### config.mk
export PLATFORM = sky130hd
export DESIGN_NAME = rpn_stack_calculator_core
export DESIGN_NICKNAME = d
export VERILOG_FILES = /design/src/sv/rpn_pkg.sv /design/src/sv/rpn_ram.sv /design/src/sv/rpn_ctrl.sv /design/src/sv/rpn_dpath.sv /design/src/sv/rpn_stack_calculator_core.sv
export SDC_FILE = /design/constraint.sdc
export NUM_CORES = 2
export LEC_CHECK = 0
export ABC_CLOCK_PERIOD_IN_PS = 12250
export BUFFER_PORTS_ARGS = -buffer_cell sky130_fd_sc_hd__buf_2
export CORE_AREA = 2 2 439 441
export CTS_CLUSTER_SIZE = 24
export DETAILED_ROUTE_END_ITERATION = 10
export DIE_AREA = 0 0 441 443
export PLACE_DENSITY = 0.61
export SLEW_MARGIN = 40
export SYNTH_ARGS = -nofsm -noshare
export SYNTH_HDL_FRONTEND = slang
export SYNTH_SLANG_ARGS = --single-unit
### constraint.sdc
create_clock -name clk -period 12.25 [get_ports clk]
set_clock_uncertainty 0.05 [all_clocks]
set_input_delay 0.6125 -clock clk [delete_from_list [all_inputs] [get_ports clk]]
set_output_delay 0.6125 -clock clk [all_outputs]
set_load 0.01 [all_outputs]
### src/sv/rpn_pkg.sv
// ----------------------------------------------------------------------------
// rpn_pkg
// Shared types, codes and sizes for the RPN stack calculator core.
// ----------------------------------------------------------------------------
package rpn_pkg;

  localparam int STACK_DEPTH = 16;
  localparam int CNT_W       = $clog2(STACK_DEPTH + 1);
  localparam int ADDR_W      = $clog2(STACK_DEPTH);
  localparam int DIV_STEPS   = 32;
  localparam int DIV_CNT_W   = $clog2(DIV_STEPS);

  localparam logic [2:0] OP_PUSH = 3'd0;
  localparam logic [2:0] OP_ADD  = 3'd1;
  localparam logic [2:0] OP_SUB  = 3'd2;
  localparam logic [2:0] OP_MUL  = 3'd3;
  localparam logic [2:0] OP_DIV  = 3'd4;

  localparam logic [2:0] ST_OK    = 3'd0;
  localparam logic [2:0] ST_BAD   = 3'd1;
  localparam logic [2:0] ST_UNDER = 3'd2;
  localparam logic [2:0] ST_FULL  = 3'd3;
  localparam logic [2:0] ST_DIVZ  = 3'd4;
  localparam logic [2:0] ST_SAT   = 3'd5;

  typedef struct packed {
    logic [2:0]         operation;
    logic signed [31:0] value;
  } req_item_t;

  typedef struct packed {
    logic signed [31:0] top_value;
    logic [4:0]         depth;
    logic [2:0]         status;
  } rsp_item_t;

  typedef enum logic [1:0] {
    CK_HOLD,
    CK_PUSH,
    CK_RESULT
  } commit_kind_t;

  typedef struct packed {
    logic         load;
    logic         ram_rd;
    logic         addsub;
    logic         mul_start;
    logic         mul_round;
    logic         div_init;
    logic         div_step;
    logic         div_fin;
    logic         commit;
    commit_kind_t kind;
    logic [2:0]   code;
  } dp_cmd_t;

  typedef struct packed {
    logic [2:0] op;
    logic       full;
    logic       lt2;
    logic       top_zero;
    logic       out_busy;
  } dp_stat_t;

endpackage

### src/sv/rpn_ram.sv
// ----------------------------------------------------------------------------
// rpn_ram
// Generic simple dual-port RAM, one write and one registered read port.
// ----------------------------------------------------------------------------
module rpn_ram #(
  parameter int WIDTH = 32,
  parameter int DEPTH = 16
) (
  input  logic                     clk,
  input  logic                     we,
  input  logic [$clog2(DEPTH)-1:0] waddr,
  input  logic [WIDTH-1:0]         wdata,
  input  logic                     re,
  input  logic [$clog2(DEPTH)-1:0] raddr,
  output logic [WIDTH-1:0]         rdata
);

  logic [WIDTH-1:0] mem [DEPTH];

  always_ff @(posedge clk) begin
    if (we) begin
      mem[waddr] <= wdata;
    end
    if (re) begin
      rdata <= mem[raddr];
    end
  end

endmodule

### src/sv/rpn_ctrl.sv
// ----------------------------------------------------------------------------
// rpn_ctrl
// Sequencer: decodes each beat, steps the arithmetic unit, commits results.
// ----------------------------------------------------------------------------
module rpn_ctrl (
  input  logic              clk,
  input  logic              rst,
  input  logic              req_valid,
  output logic              req_ready,
  input  rpn_pkg::dp_stat_t stat,
  output rpn_pkg::dp_cmd_t  cmd
);
  import rpn_pkg::*;

  typedef enum logic [2:0] {
    S_IDLE,
    S_DECODE,
    S_READ,
    S_MUL,
    S_DIV,
    S_DIVFIN,
    S_DONE
  } state_t;

  state_t                 state;
  commit_kind_t           kind;
  logic [2:0]             code;
  logic [DIV_CNT_W-1:0]   div_cnt;

  always_ff @(posedge clk) begin
    if (rst) begin
      state   <= S_IDLE;
      kind    <= CK_HOLD;
      code    <= ST_OK;
      div_cnt <= '0;
    end else begin
      case (state)
        S_IDLE: begin
          if (req_valid) begin
            state <= S_DECODE;
          end
        end
        S_DECODE: begin
          state <= S_DONE;
          kind  <= CK_HOLD;
          code  <= ST_OK;
          if (stat.op == OP_PUSH) begin
            if (stat.full) begin
              code <= ST_FULL;
            end else begin
              kind <= CK_PUSH;
            end
          end else if (stat.op > OP_DIV) begin
            code <= ST_BAD;
          end else if (stat.lt2) begin
            code <= ST_UNDER;
          end else if (stat.op == OP_DIV && stat.top_zero) begin
            code <= ST_DIVZ;
          end else begin
            kind  <= CK_RESULT;
            state <= S_READ;
          end
        end
        S_READ: begin
          case (stat.op)
            OP_ADD, OP_SUB: state <= S_DONE;
            OP_MUL:         state <= S_MUL;
            default: begin
              state   <= S_DIV;
              div_cnt <= DIV_CNT_W'(DIV_STEPS - 1);
            end
          endcase
        end
        S_MUL: begin
          state <= S_DONE;
        end
        S_DIV: begin
          if (div_cnt == '0) begin
            state <= S_DIVFIN;
          end else begin
            div_cnt <= div_cnt - DIV_CNT_W'(1);
          end
        end
        S_DIVFIN: begin
          state <= S_DONE;
        end
        S_DONE: begin
          if (!stat.out_busy) begin
            state <= S_IDLE;
          end
        end
        default: begin
          state <= S_IDLE;
        end
      endcase
    end
  end

  assign req_ready = (state == S_IDLE);

  always_comb begin
    cmd      = '0;
    cmd.kind = kind;
    cmd.code = code;
    case (state)
      S_IDLE:   cmd.load   = req_valid;
      S_DECODE: cmd.ram_rd = 1'b1;
      S_READ: begin
        case (stat.op)
          OP_ADD, OP_SUB: cmd.addsub    = 1'b1;
          OP_MUL:         cmd.mul_start = 1'b1;
          default:        cmd.div_init  = 1'b1;
        endcase
      end
      S_MUL:    cmd.mul_round = 1'b1;
      S_DIV:    cmd.div_step  = 1'b1;
      S_DIVFIN: cmd.div_fin   = 1'b1;
      S_DONE:   cmd.commit    = !stat.out_busy;
      default:  cmd.commit    = 1'b0;
    endcase
  end

endmodule

### src/sv/rpn_dpath.sv
// ----------------------------------------------------------------------------
// rpn_dpath
// Stack storage (cached top plus RAM below), arithmetic unit, output register.
// ----------------------------------------------------------------------------
module rpn_dpath (
  input  logic               clk,
  input  logic               rst,
  input  rpn_pkg::req_item_t req,
  output logic               rsp_valid,
  input  logic               rsp_ready,
  output rpn_pkg::rsp_item_t rsp,
  input  rpn_pkg::dp_cmd_t   cmd,
  output rpn_pkg::dp_stat_t  stat
);
  import rpn_pkg::*;

  logic [2:0]         op_r;
  logic signed [31:0] val_r;
  logic signed [31:0] top;
  logic [CNT_W-1:0]   count;
  logic signed [31:0] res;
  logic               sat;
  logic signed [63:0] prod;

  // divider
  logic [31:0] rem;
  logic [31:0] quo;
  logic [31:0] dvsr;
  logic        neg;
  logic        big;

  logic [31:0]        ram_rdata;
  logic signed [31:0] left;
  logic [CNT_W-1:0]   cnt_m1;
  logic [CNT_W-1:0]   cnt_m2;
  logic               ram_we;

  assign left   = ram_rdata;
  assign cnt_m1 = count - CNT_W'(1);
  assign cnt_m2 = count - CNT_W'(2);

  rpn_ram #(
    .WIDTH(32),
    .DEPTH(STACK_DEPTH)
  ) u_ram (
    .clk  (clk),
    .we   (ram_we),
    .waddr(cnt_m1[ADDR_W-1:0]),
    .wdata(top),
    .re   (cmd.ram_rd),
    .raddr(cnt_m2[ADDR_W-1:0]),
    .rdata(ram_rdata)
  );

  assign stat.op       = op_r;
  assign stat.full     = (count == CNT_W'(STACK_DEPTH));
  assign stat.lt2      = (count < CNT_W'(2));
  assign stat.top_zero = (top == '0);
  assign stat.out_busy = rsp_valid && !rsp_ready;

  // add / subtract
  logic signed [32:0] as_sum;
  always_comb begin
    if (op_r == OP_SUB) begin
      as_sum = {left[31], left} - {top[31], top};
    end else begin
      as_sum = {left[31], left} + {top[31], top};
    end
  end

  // multiply rounding: floor((p + 2^15) / 2^16)
  logic signed [63:0] mul_w;
  logic signed [63:0] rsum;
  logic signed [47:0] rsh;
  logic               mul_fits;
  assign mul_w    = left * top;
  assign rsum     = prod + 64'sd32768;
  assign rsh      = rsum[63:16];
  assign mul_fits = (&rsh[47:31]) || !(|rsh[47:31]);

  // divide setup: magnitudes, overflow when |l| >= |r| * 2^16
  logic [31:0] lu;
  logic [31:0] ru;
  logic [31:0] al;
  logic [31:0] ar;
  assign lu = left;
  assign ru = top;
  assign al = lu[31] ? (32'd0 - lu) : lu;
  assign ar = ru[31] ? (32'd0 - ru) : ru;

  logic [32:0] trial;
  logic        take;
  assign trial = {rem, quo[31]};
  assign take  = (trial >= {1'b0, dvsr});

  // commit
  logic signed [31:0] new_top;
  logic [CNT_W-1:0]   new_count;
  logic [2:0]         new_status;
  always_comb begin
    new_top    = top;
    new_count  = count;
    new_status = cmd.code;
    ram_we     = 1'b0;
    case (cmd.kind)
      CK_PUSH: begin
        new_top    = val_r;
        new_count  = count + CNT_W'(1);
        new_status = ST_OK;
        ram_we     = cmd.commit && (count != '0);
      end
      CK_RESULT: begin
        new_top    = res;
        new_count  = cnt_m1;
        new_status = sat ? ST_SAT : ST_OK;
      end
      default: begin
        new_top = top;
      end
    endcase
  end

  always_ff @(posedge clk) begin
    if (rst) begin
      count     <= '0;
      rsp_valid <= 1'b0;
    end else begin
      if (cmd.commit) begin
        count     <= new_count;
        rsp_valid <= 1'b1;
      end else if (rsp_ready) begin
        rsp_valid <= 1'b0;
      end
    end
  end

  always_ff @(posedge clk) begin
    if (cmd.load) begin
      op_r  <= req.operation;
      val_r <= req.value;
    end
    if (cmd.commit) begin
      top           <= new_top;
      rsp.top_value <= (new_count != '0) ? new_top : 32'sd0;
      rsp.depth     <= 5'(new_count);
      rsp.status    <= new_status;
    end
    if (cmd.addsub) begin
      sat <= (as_sum[32] != as_sum[31]);
      if (as_sum[32] != as_sum[31]) begin
        res <= as_sum[32] ? 32'sh8000_0000 : 32'sh7fff_ffff;
      end else begin
        res <= as_sum[31:0];
      end
    end
    if (cmd.mul_start) begin
      prod <= mul_w;
    end
    if (cmd.mul_round) begin
      sat <= !mul_fits;
      if (mul_fits) begin
        res <= rsh[31:0];
      end else begin
        res <= rsh[47] ? 32'sh8000_0000 : 32'sh7fff_ffff;
      end
    end
    if (cmd.div_init) begin
      neg  <= lu[31] ^ ru[31];
      big  <= ({16'd0, al} >= {ar, 16'd0});
      rem  <= {16'd0, al[31:16]};
      quo  <= {al[15:0], 16'd0};
      dvsr <= ar;
    end
    if (cmd.div_step) begin
      rem <= take ? 32'(trial - {1'b0, dvsr}) : trial[31:0];
      quo <= {quo[30:0], take};
    end
    if (cmd.div_fin) begin
      if (big) begin
        sat <= 1'b1;
        res <= neg ? 32'sh8000_0000 : 32'sh7fff_ffff;
      end else if (!neg) begin
        sat <= quo[31];
        res <= quo[31] ? 32'sh7fff_ffff : quo;
      end else if (quo > 32'h8000_0000) begin
        sat <= 1'b1;
        res <= 32'sh8000_0000;
      end else begin
        sat <= 1'b0;
        res <= 32'd0 - quo;
      end
    end
  end

endmodule

### src/sv/rpn_stack_calculator_core.sv
// ----------------------------------------------------------------------------
// rpn_stack_calculator_core
// Each accepted beat is decoded; push and errors then commit, add and subtract
// pass through S_READ first, multiply through S_READ and S_MUL, and divide through
// S_READ, the 32 steps of the restoring divider and S_DIVFIN. One beat in flight;
// the next is taken the cycle after the result is loaded into the output register.
// Synchronous reset empties the stack; stack RAM contents are not cleared.
// ----------------------------------------------------------------------------
module rpn_stack_calculator_core (
  input  logic               clk,
  input  logic               rst,
  input  logic               req_valid,
  output logic               req_ready,
  input  rpn_pkg::req_item_t req,
  output logic               rsp_valid,
  input  logic               rsp_ready,
  output rpn_pkg::rsp_item_t rsp
);
  import rpn_pkg::*;

  dp_cmd_t  cmd;
  dp_stat_t stat;

  rpn_ctrl u_ctrl (
    .clk      (clk),
    .rst      (rst),
    .req_valid(req_valid),
    .req_ready(req_ready),
    .stat     (stat),
    .cmd      (cmd)
  );

  rpn_dpath u_dpath (
    .clk      (clk),
    .rst      (rst),
    .req      (req),
    .rsp_valid(rsp_valid),
    .rsp_ready(rsp_ready),
    .rsp      (rsp),
    .cmd      (cmd),
    .stat     (stat)
  );

endmodule

==> results.md <==
Detailed routing:
- The number of iterations in the first detailed-routing pass is 6.
- The number of DRC violations after detailed routing is 0.
- The detailed-route wire length per cell is 24.7 um.
- The remaining antenna violation count after routing is 0.
- After the first detailed-routing iteration, the DRC count stood at 4927.
- For this block, the via count after detailed routing is 51200.
- Dividing the detail-routed via count by the number of cells gives 5.56.
- The aggregate routed wire length is 228 mm.

Final layout:
- From synthesis to final layout, the design area changed by 8.75%.
- Summing all flip-flop and latch instances after layout gives 25300 um^2.
- The flip-flop count of the largest register, all copies and words added is 512.
- The non-filler instance count after layout is 9195.
- The register with the highest flop count is u_dpath.u_ram.mem.
- The post-route netlist has 8.94% of its cells at a drive strength greater than 1.
- The number of filler instances in the final layout is 17700.
- The largest registers in the layout are u_dpath.u_ram.mem (512), u_dpath.prod (49), u_dpath.rsp (40).
- The footprint of the multi-input gates is 45500 um^2.
- The net count of the finished layout is 7999.

Floorplanning:
- The overall die area is 195000 um^2.
- For this configuration, the core starts out at a cell density of 39.7%.
- The initialized floorplan defines 161 standard-cell rows.
- The height of the die is 443 um.
- The core region area is 191000 um^2.
- From left edge to right edge, the die measures 441 um.
- 81 I/O pins were placed.

Yosys:
- The proportion of synthesized chip area in sequential cells is 33.4%.
- The flip-flop and latch count after synthesis is 850.
- The count of flip-flops with a built-in enable after synthesis is 831.
- Dividing the synthesized area by the synthesized cell count gives 11.4 um^2.
- The Yosys step of the flow raised 0 warnings.
- The top cell type by area accounts for 32.9% of the synthesized area.
- The net count after synthesis is 8063.
- Synthesis produced 6661 cells.
- In the synthesized netlist the dominant register cell turns out to be sky130_fd_sc_hd__edfxtp_1.
- Of all cell types, the one taking the most synthesized area is sky130_fd_sc_hd__edfxtp_1.
- Yosys attributes the largest share of cell area to sky130_fd_sc_hd__edfxtp_1 (33%), sky130_fd_sc_hd__fa_1 (29%), sky130_fd_sc_hd__inv_1 (5.0%).
- The netlist uses 79 different library cells.
- The share of flip-flops with an asynchronous set or reset after synthesis is 0%.
- The mapped netlist covers 75900 um^2.

Clock network:
- Clock-pin slew was measured on the worst setup and hold paths at 0.06 ns.
- The clock reaches the later pin of the worst-skew pair after 0.74 ns.
- For this design, the sink count on the clock tree is 850.
- Counting the buffers created by CTS gives 89.
- The post-CTS setup-driven buffer insertion count is 0.
- The clock passes through at most 3 buffers.
- TritonCTS built the clock tree.
- The cell sitting at the root of the clock tree is a sky130_fd_sc_hd__clkbuf_16.
- In this run the number of H-tree levels came out at 3.

Global route:
- For met2 alone, demand over resource in global routing was 38.0%.
- The fraction of met3 tracks used by global routing is 4.54%.
- The maximum number of pins on one net before global-route repair is 65.
- The number of antenna violations at the first check in global routing is 12.
- For this run, global-route usage on met1 was measured as 31.7%.
- The global-route total usage across every layer is 23.7%.
- After global routing, the most crowded layer is met2.
- The first global-routing pass estimated 344 mm of wire.
- The residual overflow from global routing is 0.
- The via count of the first global-routing pass is 54000.

Setup path:
- The startpoint identified for the worst register-to-register timing path is u_dpath.u_ram.rdata[31].
- The worst register-to-register path ends at u_dpath.prod[58].
- The length in cells of the worst reg-to-reg path is 22.
- STA classifies the critical path startpoint as a flip-flop.
- Data on the critical path arrives at its endpoint at 9.81 ns.
- In this run the worst path has a maximum fanout of 34.
- By startpoint and endpoint, the worst setup path is classified as reg -> reg.
- The kind of end point of the critical path is a flip-flop.
- STA puts the critical path data required time at 12.67 ns.
- The worst register-to-register path has a setup slack of 2.86 ns.

Worst hold path:
- The worst hold path depth is 1.
- The path class of the lowest-slack min-delay path is in -> reg.
- The endpoint of the worst hold-timing path is u_dpath.val_r[11].
- The beginning of the worst hold path is req[11].

Job:
- The tool flagged a number of max-cap violations equal to 0.

STA:
- The post-route minimum period is 9.39 ns.
- For the pin with the worst max-slew slack, the measured transition is 0.899 ns.
- The final hold violation count is 0.
- The worst relative slew slack is 40.1%.
- The final cycle utilization of the critical path is 76.6%.
- The max-slew violation count is 0.
- Setup repair after global routing left no endpoint under its margin.
- Setup violations remaining at the end of the flow were counted as 0.
- The maximum clock frequency is 107 MHz.
- In the final timing run, aggregate negative setup slack is 0 ns.

Placement:
- At the end of routability-driven placement, the weighted congestion stood at 0.963.
- Detailed placement finished with a half-perimeter wire length of 159 mm.
- The number of cells after detailed placement is 9022.
- Input and output buffers added on the ports amount to 80.

Run status:
- The flow ran to the end, and the final reports show no timing, DRC or antenna violations.
## worst max-delay path, cell delays in order, from the launching register on
cell and delay [ns]:
sky130_fd_sc_hd__edfxtp_1 0.33, sky130_fd_sc_hd__buf_4 0.44, sky130_fd_sc_hd__clkinv_1 0.59, sky130_fd_sc_hd__nor2_1 0.37, sky130_fd_sc_hd__ha_1 0.35, sky130_fd_sc_hd__fa_1 0.54, sky130_fd_sc_hd__fa_1 0.97, sky130_fd_sc_hd__fa_1 0.55
sky130_fd_sc_hd__fa_1 0.50, sky130_fd_sc_hd__fa_1 0.57, sky130_fd_sc_hd__fa_1 0.45, sky130_fd_sc_hd__fa_1 0.48, sky130_fd_sc_hd__ha_1 0.43, sky130_fd_sc_hd__nand2_1 0.21, sky130_fd_sc_hd__or3_1 0.47, sky130_fd_sc_hd__nor3_1 0.25
sky130_fd_sc_hd__o21a_1 0.34, sky130_fd_sc_hd__o21ai_0 0.20, sky130_fd_sc_hd__a21boi_0 0.34, sky130_fd_sc_hd__o21a_1 0.26, sky130_fd_sc_hd__a21oi_1 0.13, sky130_fd_sc_hd__o21ai_0 0.24, sky130_fd_sc_hd__xor2_1 0.11
## cells in the mapped netlist (all sizes together), types with 23 or more instances
cell type / count
nand3: 56
inv: 1017
a21o: 78
and3: 34
and2: 525
nor2b: 23
nand2: 736
a31oi: 31
o31ai: 25
edfxtp: 831
o21ai: 222
mux4: 160
nand2b: 30
a21oi: 161
o31a: 35
buf: 66
xor2: 112
a211oi: 24
fa: 1083
a22oi: 33
ha: 280
nand4: 40
clkbuf: 323
nor3: 67
mux2i: 35
nor2: 213
xnor2: 139
or3: 43
## per-stage QoR
| step | util (%) | hold slack (ns) | setup WS (ns) | area [um^2] |
|---|---|---|---|---|
| finish | 43.2 | 0.0452 | 2.86 | 82600 |
| global placement | 41.5 | 0.427 | 2.84 | 79300 |
| global route | 43.2 | 0.0123 | 2.43 | 82600 |
| detailed placement | 41.6 | 0.434 | 2.74 | 79500 |
| floorplan | - | 0.408 | 3.20 | 75900 |
| CTS | 43.2 | 0.000291 | 2.78 | 82500 |
## routing by layer
layer,vias up,part of all wire (%)
met5,-,0.015
met4,6,4.4
met3,443,8.1
met2,2142,47
met1,26900,40
li1,21700,-
## cell usage in the layout (no fill, tap or decap), types with 80 or more instances in the layout
master	instances
sky130_fd_sc_hd__a21oi_1	158
sky130_fd_sc_hd__buf_4	132
sky130_fd_sc_hd__inv_1	1017
sky130_fd_sc_hd__buf_2	80
sky130_fd_sc_hd__mux4_2	160
sky130_fd_sc_hd__nand2_1	733
sky130_fd_sc_hd__nor2_1	197
sky130_fd_sc_hd__clkbuf_16	89
sky130_fd_sc_hd__and2_1	522
sky130_fd_sc_hd__xnor2_1	138
sky130_fd_sc_hd__ha_1	278
sky130_fd_sc_hd__o21ai_0	219
sky130_fd_sc_hd__xor2_1	111
sky130_fd_sc_hd__edfxtp_1	831
sky130_fd_sc_hd__fa_1	1083
## kinds of logic after synthesis
| logic type | after synthesis | share of synthesized area (%) |
|---|---|---|
| simple gates | 1849 | 12.1 |
| flops | 850 | 33.4 |
| compound gates | 743 | 6.22 |
| xor+xnor | 251 | 2.91 |
| fa+ha+maj | 1363 | 33.2 |
| buf+inv | 1407 | 6.97 |
| mux | 198 | 5.25 |
## how the worst max path moves through the flow
stage                            start                 endpoint  slack [ns]  cells after the start
3_5_place_dp   u_dpath.u_ram.rdata[31]         u_dpath.prod[58]        2.74                     22
4_1_cts        u_dpath.u_ram.rdata[31]         u_dpath.prod[58]        2.78                     22
5_1_grt        u_dpath.u_ram.rdata[31]         u_dpath.prod[56]        2.43                     22
6_report       u_dpath.u_ram.rdata[31]         u_dpath.prod[58]        2.86                     22
2_1_floorplan                rsp_ready  u_dpath.u_ram.mem[7][0]        3.20                      6
3_3_place_gp   u_dpath.u_ram.rdata[31]         u_dpath.prod[63]        2.84                     22
## cell type report
cell class	count	area share [%]
Sequential cell	850	30.7
Inverter	1018	4.63
Antenna cell	4	0.0121
Clock inverter	57	0.847
Clock buffer	102	2.76
Multi-Input combinational cell	4404	55.2
Timing Repair Buffer	234	2.07
Tap cell	2526	3.83
## repair_timing
item                      4_1_cts  5_1_grt
gates resized for setup         0        0
hold endpoints to repair       10        0
hold buffers                   10        0
Power is not shown: default switching activity piles up to over one toggle a cycle in this logic, so the estimate is an artifact.
